===== config.mk =====
export PLATFORM = sky130hd
export DESIGN_NAME = grid_controller_message_parser
export DESIGN_NICKNAME = d
export VERILOG_FILES = /design/src/rtl/gcmp_pkg.sv /design/src/rtl/gcmp_core.sv /design/src/rtl/grid_controller_message_parser.sv
export VERILOG_INCLUDE_DIRS = /design/src /design/src/rtl
export SDC_FILE = /design/constraint.sdc
export NUM_CORES = 1
export LEC_CHECK = 0
export BUFFER_PORTS_ARGS = -buffer_cell sky130_fd_sc_hd__buf_2
export CELL_PAD_IN_SITES_DETAIL_PLACEMENT = 1
export CELL_PAD_IN_SITES_GLOBAL_PLACEMENT = 2
export CORE_ASPECT_RATIO = 1.1
export CORE_MARGIN = 1
export CORE_UTILIZATION = 37
export CTS_CLUSTER_SIZE = 20
export DETAILED_ROUTE_END_ITERATION = 8
export GPL_ROUTABILITY_DRIVEN = 0
export GPL_TIMING_DRIVEN = 0
export PLACE_DENSITY_LB_ADDON = 0.25
export SLEW_MARGIN = 10
export SYNTH_ARGS = -nofsm -noshare
export SYNTH_HDL_FRONTEND = slang
export SYNTH_SLANG_ARGS = --single-unit

===== constraint.sdc =====
create_clock -name clk -period 4.4 [get_ports clk]
set_input_delay 1.32 -clock clk [delete_from_list [all_inputs] [get_ports clk]]
set_output_delay 1.32 -clock clk [all_outputs]
set_load 0.1 [all_outputs]

===== src/rtl/assert_macros.svh =====
// Assertion macros shared by the RTL.
// Define NO_ASSERTIONS to compile them away.
`ifndef ASSERT_MACROS_SVH
`define ASSERT_MACROS_SVH

`ifndef NO_ASSERTIONS
`define ASSERT_ALWAYS(label, clk, rst, expr) \
  label: assert property (@(posedge clk) disable iff (rst) (expr)) \
    else $error("assertion failed");
`define ASSERT_IMPLIES(label, clk, rst, ante, cons) \
  label: assert property (@(posedge clk) disable iff (rst) (ante) |-> (cons)) \
    else $error("implication failed");
`else
`define ASSERT_ALWAYS(label, clk, rst, expr)
`define ASSERT_IMPLIES(label, clk, rst, ante, cons)
`endif

`endif


===== src/rtl/gcmp_pkg.sv =====
// Package for the grid controller message parser.
// Holds header codes, kinds, the message length table and shared types.
package gcmp_pkg;

  localparam int DEF_MAX_COLS     = 16;
  localparam int DEF_MAX_ROWS     = 16;
  localparam int DEF_MAX_ENCODERS = 4;

  localparam logic [7:0] FILL_BYTE   = 8'hFF;
  localparam logic [7:0] SUBSYS_RING = 8'h05;
  localparam logic [5:0] COUNT_MAX   = 6'd63;

  localparam logic [7:0] HDR_IDENTITY      = 8'h00;
  localparam logic [7:0] HDR_ID_STRING     = 8'h01;
  localparam logic [7:0] HDR_SYS_02        = 8'h02;
  localparam logic [7:0] HDR_GRID_SIZE     = 8'h03;
  localparam logic [7:0] HDR_SYS_04        = 8'h04;
  localparam logic [7:0] HDR_SYS_0F        = 8'h0F;
  localparam logic [7:0] HDR_KEY_UP        = 8'h20;
  localparam logic [7:0] HDR_KEY_DOWN      = 8'h21;
  localparam logic [7:0] HDR_RING_DELTA    = 8'h50;
  localparam logic [7:0] HDR_RING_KEY_UP   = 8'h51;
  localparam logic [7:0] HDR_RING_KEY_DOWN = 8'h52;
  localparam logic [7:0] HDR_TILT_80       = 8'h80;
  localparam logic [7:0] HDR_TILT_81       = 8'h81;

  localparam logic [1:0] EV_GRID_KEY   = 2'd0;
  localparam logic [1:0] EV_RING_KEY   = 2'd1;
  localparam logic [1:0] EV_RING_DELTA = 2'd2;

  localparam logic [1:0] DEV_UNKNOWN = 2'd0;
  localparam logic [1:0] DEV_GRID    = 2'd1;
  localparam logic [1:0] DEV_RING    = 2'd2;

  typedef struct packed {
    logic              event_valid;
    logic [1:0]        event_kind;
    logic [7:0]        key_x_or_encoder;
    logic [7:0]        key_y;
    logic              pressed;
    logic signed [7:0] turn_delta;
    logic [1:0]        unit_kind;
    logic [4:0]        grid_cols;
    logic [4:0]        grid_rows;
    logic [2:0]        encoder_count;
    logic              levels_supported;
  } gcmp_result_t;

  typedef struct packed {
    logic [5:0] frame_count;
    logic [5:0] frame_length;
    logic [7:0] header_byte;
    logic [7:0] payload_first;
    logic [7:0] payload_second;
    logic [1:0] kind_reg;
    logic [4:0] cols_reg;
    logic [4:0] rows_reg;
    logic [2:0] encoders_reg;
    logic       levels_reg;
  } gcmp_state_t;

  function automatic logic [5:0] msg_length(input logic [7:0] hdr);
    logic [5:0] len;
    case (hdr)
      HDR_IDENTITY:      len = 6'd3;
      HDR_ID_STRING:     len = 6'd33;
      HDR_SYS_02:        len = 6'd4;
      HDR_GRID_SIZE:     len = 6'd3;
      HDR_SYS_04:        len = 6'd3;
      HDR_SYS_0F:        len = 6'd9;
      HDR_KEY_UP:        len = 6'd3;
      HDR_KEY_DOWN:      len = 6'd3;
      HDR_RING_DELTA:    len = 6'd3;
      HDR_RING_KEY_UP:   len = 6'd2;
      HDR_RING_KEY_DOWN: len = 6'd2;
      HDR_TILT_80:       len = 6'd2;
      HDR_TILT_81:       len = 6'd8;
      default:           len = 6'd1;
    endcase
    return len;
  endfunction

endpackage


===== src/rtl/gcmp_core.sv =====
// Framing state and message decode for the message parser.
// Uses gcmp_pkg; updates state by one byte on each advance.
module gcmp_core import gcmp_pkg::*; #(
  parameter int MAX_COLS     = DEF_MAX_COLS,
  parameter int MAX_ROWS     = DEF_MAX_ROWS,
  parameter int MAX_ENCODERS = DEF_MAX_ENCODERS
) (
  input  logic         clk,
  input  logic         rst,
  input  logic         advance,
  input  logic [7:0]   rx_byte,
  output gcmp_result_t result
);

  localparam int ENC_LIMIT = (MAX_ENCODERS > 7) ? 7 : MAX_ENCODERS;

  gcmp_state_t state;
  gcmp_state_t state_next;

  always_ff @(posedge clk) begin
    if (rst) begin
      state <= '0;
    end else if (advance) begin
      state <= state_next;
    end
  end

  always_comb begin
    logic [5:0] len;
    logic [5:0] cnt;
    logic [7:0] p1;
    logic [7:0] p2;
    state_next = state;
    result     = '0;
    len        = msg_length(rx_byte);
    p1         = (state.frame_count == 6'd1) ? rx_byte : state.payload_first;
    p2         = (state.frame_count == 6'd2) ? rx_byte : state.payload_second;
    cnt        = (state.frame_count < COUNT_MAX) ? state.frame_count + 6'd1
                                                 : state.frame_count;
    if (state.frame_length == 6'd0) begin
      if (rx_byte != FILL_BYTE) begin
        state_next.header_byte = rx_byte;
        if (len > 6'd1) begin
          state_next.frame_length = len;
          state_next.frame_count  = 6'd1;
        end else begin
          state_next.frame_count = 6'd0;
        end
      end
    end else begin
      state_next.payload_first  = p1;
      state_next.payload_second = p2;
      state_next.frame_count    = cnt;
      if (cnt >= state.frame_length) begin
        state_next.frame_length = 6'd0;
        state_next.frame_count  = 6'd0;
        case (state.header_byte)
          HDR_GRID_SIZE: begin
            if (p1 >= 8'd1 && p1 <= 8'(MAX_COLS) &&
                p2 >= 8'd1 && p2 <= 8'(MAX_ROWS)) begin
              state_next.kind_reg   = DEV_GRID;
              state_next.levels_reg = 1'b1;
              state_next.cols_reg   = p1[4:0];
              state_next.rows_reg   = p2[4:0];
            end
          end
          HDR_IDENTITY: begin
            if (p1 == SUBSYS_RING) begin
              state_next.kind_reg     = DEV_RING;
              state_next.levels_reg   = 1'b1;
              state_next.encoders_reg = (p2 > 8'(ENC_LIMIT)) ? 3'(ENC_LIMIT) : p2[2:0];
            end
          end
          HDR_KEY_UP, HDR_KEY_DOWN: begin
            result.event_valid      = 1'b1;
            result.pressed          = state.header_byte[0];
            result.key_x_or_encoder = p1;
            if (state.kind_reg == DEV_RING) begin
              result.event_kind = EV_RING_KEY;
            end else begin
              result.event_kind = EV_GRID_KEY;
              result.key_y      = p2;
            end
          end
          HDR_RING_DELTA: begin
            result.event_valid      = 1'b1;
            result.event_kind       = EV_RING_DELTA;
            result.key_x_or_encoder = p1;
            result.turn_delta       = p2;
          end
          HDR_RING_KEY_UP, HDR_RING_KEY_DOWN: begin
            result.event_valid      = 1'b1;
            result.event_kind       = EV_RING_KEY;
            result.key_x_or_encoder = p1;
            result.pressed          = (state.header_byte == HDR_RING_KEY_DOWN);
          end
          default: begin
          end
        endcase
      end
    end
    result.unit_kind        = state_next.kind_reg;
    result.grid_cols        = state_next.cols_reg;
    result.grid_rows        = state_next.rows_reg;
    result.encoder_count    = state_next.encoders_reg;
    result.levels_supported = state_next.levels_reg;
  end

endmodule


===== src/rtl/grid_controller_message_parser.sv =====
// Grid controller message parser: an accepted byte passes the input register, then the
// result register. Throughput one byte per cycle while the result is not stalled.
// The two registers part the channels, so a byte can be taken into an empty input
// register while a finished result waits. Synchronous active-high reset clears the framing
// state, the identity and both valid flags; the parser starts idle, device unknown.
`include "assert_macros.svh"

module grid_controller_message_parser import gcmp_pkg::*; #(
  parameter int MAX_COLS     = DEF_MAX_COLS,
  parameter int MAX_ROWS     = DEF_MAX_ROWS,
  parameter int MAX_ENCODERS = DEF_MAX_ENCODERS
) (
  input  logic              clk,
  input  logic              rst,
  input  logic              in_valid,
  output logic              in_stall,
  input  logic [7:0]        rx_byte,
  output logic              out_valid,
  input  logic              out_stall,
  output logic              event_valid,
  output logic [1:0]        event_kind,
  output logic [7:0]        key_x_or_encoder,
  output logic [7:0]        key_y,
  output logic              pressed,
  output logic signed [7:0] turn_delta,
  output logic [1:0]        unit_kind,
  output logic [4:0]        grid_cols,
  output logic [4:0]        grid_rows,
  output logic [2:0]        encoder_count,
  output logic              levels_supported
);

  localparam int ENC_LIMIT = (MAX_ENCODERS > 7) ? 7 : MAX_ENCODERS;

  logic         s1_valid;
  logic [7:0]   s1_byte;
  logic         advance;
  gcmp_result_t step_result;
  gcmp_result_t out_result;

  assign advance  = s1_valid && (!out_valid || !out_stall);
  assign in_stall = s1_valid && !advance;

  always_ff @(posedge clk) begin
    if (rst) begin
      s1_valid <= 1'b0;
    end else if (!in_stall) begin
      s1_valid <= in_valid;
    end
  end

  always_ff @(posedge clk) begin
    if (in_valid && !in_stall) begin
      s1_byte <= rx_byte;
    end
  end

  gcmp_core #(
    .MAX_COLS     (MAX_COLS),
    .MAX_ROWS     (MAX_ROWS),
    .MAX_ENCODERS (MAX_ENCODERS)
  ) u_core (
    .clk     (clk),
    .rst     (rst),
    .advance (advance),
    .rx_byte (s1_byte),
    .result  (step_result)
  );

  always_ff @(posedge clk) begin
    if (rst) begin
      out_valid <= 1'b0;
    end else if (advance) begin
      out_valid <= 1'b1;
    end else if (!out_stall) begin
      out_valid <= 1'b0;
    end
  end

  always_ff @(posedge clk) begin
    if (advance) begin
      out_result <= step_result;
    end
  end

  assign event_valid      = out_result.event_valid;
  assign event_kind       = out_result.event_kind;
  assign key_x_or_encoder = out_result.key_x_or_encoder;
  assign key_y            = out_result.key_y;
  assign pressed          = out_result.pressed;
  assign turn_delta       = out_result.turn_delta;
  assign unit_kind        = out_result.unit_kind;
  assign grid_cols        = out_result.grid_cols;
  assign grid_rows        = out_result.grid_rows;
  assign encoder_count    = out_result.encoder_count;
  assign levels_supported = out_result.levels_supported;

  `ASSERT_IMPLIES(a_no_event_fields, clk, rst, out_valid && !event_valid, event_kind == EV_GRID_KEY && key_x_or_encoder == 8'd0 && key_y == 8'd0 && !pressed && turn_delta == 8'sd0)
  `ASSERT_IMPLIES(a_delta_shape, clk, rst, out_valid && event_valid && event_kind == EV_RING_DELTA, key_y == 8'd0 && !pressed)
  `ASSERT_IMPLIES(a_enc_clamp, clk, rst, out_valid, encoder_count <= 3'(ENC_LIMIT))
  `ASSERT_IMPLIES(a_grid_range, clk, rst, out_valid, grid_cols <= 5'(MAX_COLS) && grid_rows <= 5'(MAX_ROWS))
  `ASSERT_IMPLIES(a_stall_source, clk, rst, in_stall, s1_valid && out_valid && out_stall)

endmodule

==> results.md <==
- Max-cap violations: 0
- Total core area: 0.0133 mm^2
- Top-area cell type share of the netlist area: 30.6%
- Share of cells above drive strength 1: 18.4%
- Post-synthesis cell area: 0.00510 mm^2
- Post-CTS Setup Inserts: 0
- Wirelength per Cell: 17.5 um
- Final global-route overflow total: 0
- CP most frequent cell: ha_1
- CTS tree: yes
- CP startpoint: u_core.state[46]
- Worst slew pin tran: 0.755 ns
- GRT Total Usage: 19.7%
- Via/cell ratio: 5.23
- Post-synth EDFFs: 52
- CP Max Fanout: 8
- Worst rel slew slack: 49.4%
- RSZ-0062 raised after global routing: no
- Cts hold-fix bufs: 0
- Final Util: 44.4%
- CP max stage delay: 0.46 ns
- Post-route ant nets: 0
- Syn_nets: 524
- Final Skew: 0.0110 ns
- Slew Viols, Final: 0
- DRT Wirelength: 13,300 um
- Reg2reg end: encoder_count[2]
- I/O pins: 58
- Setup total negative slack: 0 ns
- Synth Warn #: 0
- Initial antenna violation count: 0
- Post-cts sizing count: 0
- Crit path max-delay cell type: dfxtp_1
- Gate Count Post-Synth: 504
- Die Height: 125 um
- Hold Vio Cnt, Final: 0
- Drt drc: 0
- Dpl hpwl: 9830 um
- Fmax: 254 MHz
- Clock Sinks: 105
- Status: complete, no violations
- First-pass GRT wire length: 21,600 um
- R2r worst-path depth: 12
- P per Cell Area: 350 mW/mm^2
- Die area: 0.0143 mm^2
- Avg Inst Size Synth: 10.1 um^2
- Crit path capture type: flip-flop
- Startpoint types: flip-flop
- Post-synth top area cell: edfxtp_1
- WHS: 0.448 ns
- Clk_lat worst skew: 0.36 ns
- Root buffer cell: clkbuf_16
- CP Data Arrival Time: 4.04 ns
- CTS clk-pin slew, worst paths: 0.07 ns
- Ant. Diodes: 0
- Synthesized flop and latch total: 105
- Commonest cells after routing, fill and taps aside: nor2_1, buf_2, dfxtp_1
- Violation count after the first detailed-route iteration: 204
- Crit-path cells: ha_1 -> and3_1 -> buf_2 -> nand3_1 -> xnor2_1 -> ha_1 -> nand2b_1 -> a211o_1 -> a221oi_4 -> nor2_1 -> o2111ai_1 -> mux2_2
- Final setup fails: 0
- Via count: 3,981
- Seq/Total Area, Yosys: 51.4%
- Worst Path Required: 4.51 ns
- Leakage power: 2.12 nW
- Min-delay worst type: reg -> reg
- Number of H-tree levels: 3
- Async S/R FF share, synth: 0%
- Tmin final: 3.93 ns
- Drt pass-1 iters: 4
- Layout area overhead: 15.9%
- R2r startpoint: u_core.state[46]
- Final nets: 592
- Max clock buf depth: 2
- Final Cycle Share: 89.3%
- Worst vdd ir: 0.147 mV
- PortBufs: 56
- Most common cell after layout, fill and taps aside: nor2_1
- Largest net degree at the start of global routing: 41
- CP Class: reg -> reg
- Synth area leaders: edfxtp_1, dfxtp_1, mux2i_1
- Netlist cell types: 66
- Crit path capture: encoder_count[2]
- Vias in the first global route: 4,091
- CTS Buf Count: 9
- Top_reg_cell synth: dfxtp_1
- Initial cell density of the core: 38.3%
- Setup slack, reg-to-reg: 0.47 ns
- Die Wd: 114 um
- FP Rows: 44
[metal layers]
layer / global-route usage, % / vias to the layer above / wire (um)
met3: 3.64 / 7 / 364
met1: 24.5 / 1950 / 6020
met2: 34.9 / 61 / 6810
met5: 0 / - / 0
li1: - / 1963 / -
met4: 5.19 / 0 / 124
[through the flow]
step / instances / setup WS, ns / power [mW] / area [um^2]
floorplan: 504 / 0.855 / 1.26 / 5100
global placement: 744 / 0.00137 / 1.31 / 5610
detailed placement: 745 / 0.455 / 1.31 / 5630
CTS: 761 / 0.435 / 2.09 / 5910
global route: 761 / 0.170 / 2.14 / 5910
finish: 761 / 0.470 / 2.07 / 5910
[worst max-delay path, delay by kind of cell (launching register included)]
family / cells / cell delay (ns)
xor+xnor: 1 / 0.25
fa+ha+maj: 2 / 0.55
mux: 1 / 0.41
simple gates: 4 / 0.76
buf+inv: 1 / 0.14
compound gates: 3 / 1.12
flops: 1 / 0.46
[cells in the mapped netlist (all sizes together), types with 2 or more instances]
cell type	number
nor2	65
dfxtp	53
edfxtp	52
mux2i	40
a21oi	39
nand2	39
inv	26
o21ai	23
a211oi	19
clkbuf	18
nor3	13
buf	12
nand3	12
nor4	10
ha	8
and3	7
nand3b	5
or4	4
xnor2	4
a2111oi	3
mux2	3
nand2b	3
nor3b	3
o211ai	3
o21a	3
or3	3
or3b	3
a311oi	2
and2	2
and4b	2
nand4	2
nor2b	2
nor4b	2
[flip-flops by register name, summed over array words and instances (netlist names)]
register,flops
event_kind,2
grid_cols,5
pressed,1
s1_valid,1
key_y,8
grid_rows,5
s1_byte,8
out_valid,1
unit_kind,2
encoder_count,3
levels_supported,1
event_valid,1
u_core.state,51
key_x_or_encoder,8
turn_delta,8
[worst min path at each step]
stage | from | cells past startpoint | slack (ns) | endpoint
after global placement | u_core.state[0] | 2 | 0.43 | u_core.state[0]
after detailed placement | u_core.state[0] | 2 | 0.44 | u_core.state[0]
after CTS | u_core.state[0] | 2 | 0.45 | u_core.state[0]
after global routing | u_core.state[0] | 2 | 0.48 | u_core.state[0]
after floorplan | u_core.state[0] | 2 | 0.42 | u_core.state[0]
final | u_core.state[0] | 2 | 0.45 | u_core.state[0]
[kinds of logic after synthesis]
logic type                 count (synthesis)  share of synthesized area, %
AOI/OAI and AO/OA                        105                          14.1
xor gates and xnor gates                   5                         0.858
adders and majority gates                  8                          1.96
buffers and inverters                     56                          4.81
DFF                                      105                          51.4
muxes                                     43                          8.51
and+or+nand+nor                          182                          18.4
[where the power goes]
part	internal [mW]	switching (mW)	total [mW]
logic	0.0397	0.190	0.230
registers	1.05	0.0131	1.06
clock network	0.393	0.384	0.777
[final cells by class]
class | instances | area [um^2]
inverter | 26 | 97.6
sequential | 105 | 2620
fill | 1562 | 7410
buffer | 30 | 148
multi-input combinational | 343 | 2230
tap | 184 | 230
clock inverter | 6 | 51.3
timing repair buffer | 57 | 300
clock buffer | 10 | 229
No activity file was read; power rests on OpenSTA's default activity.
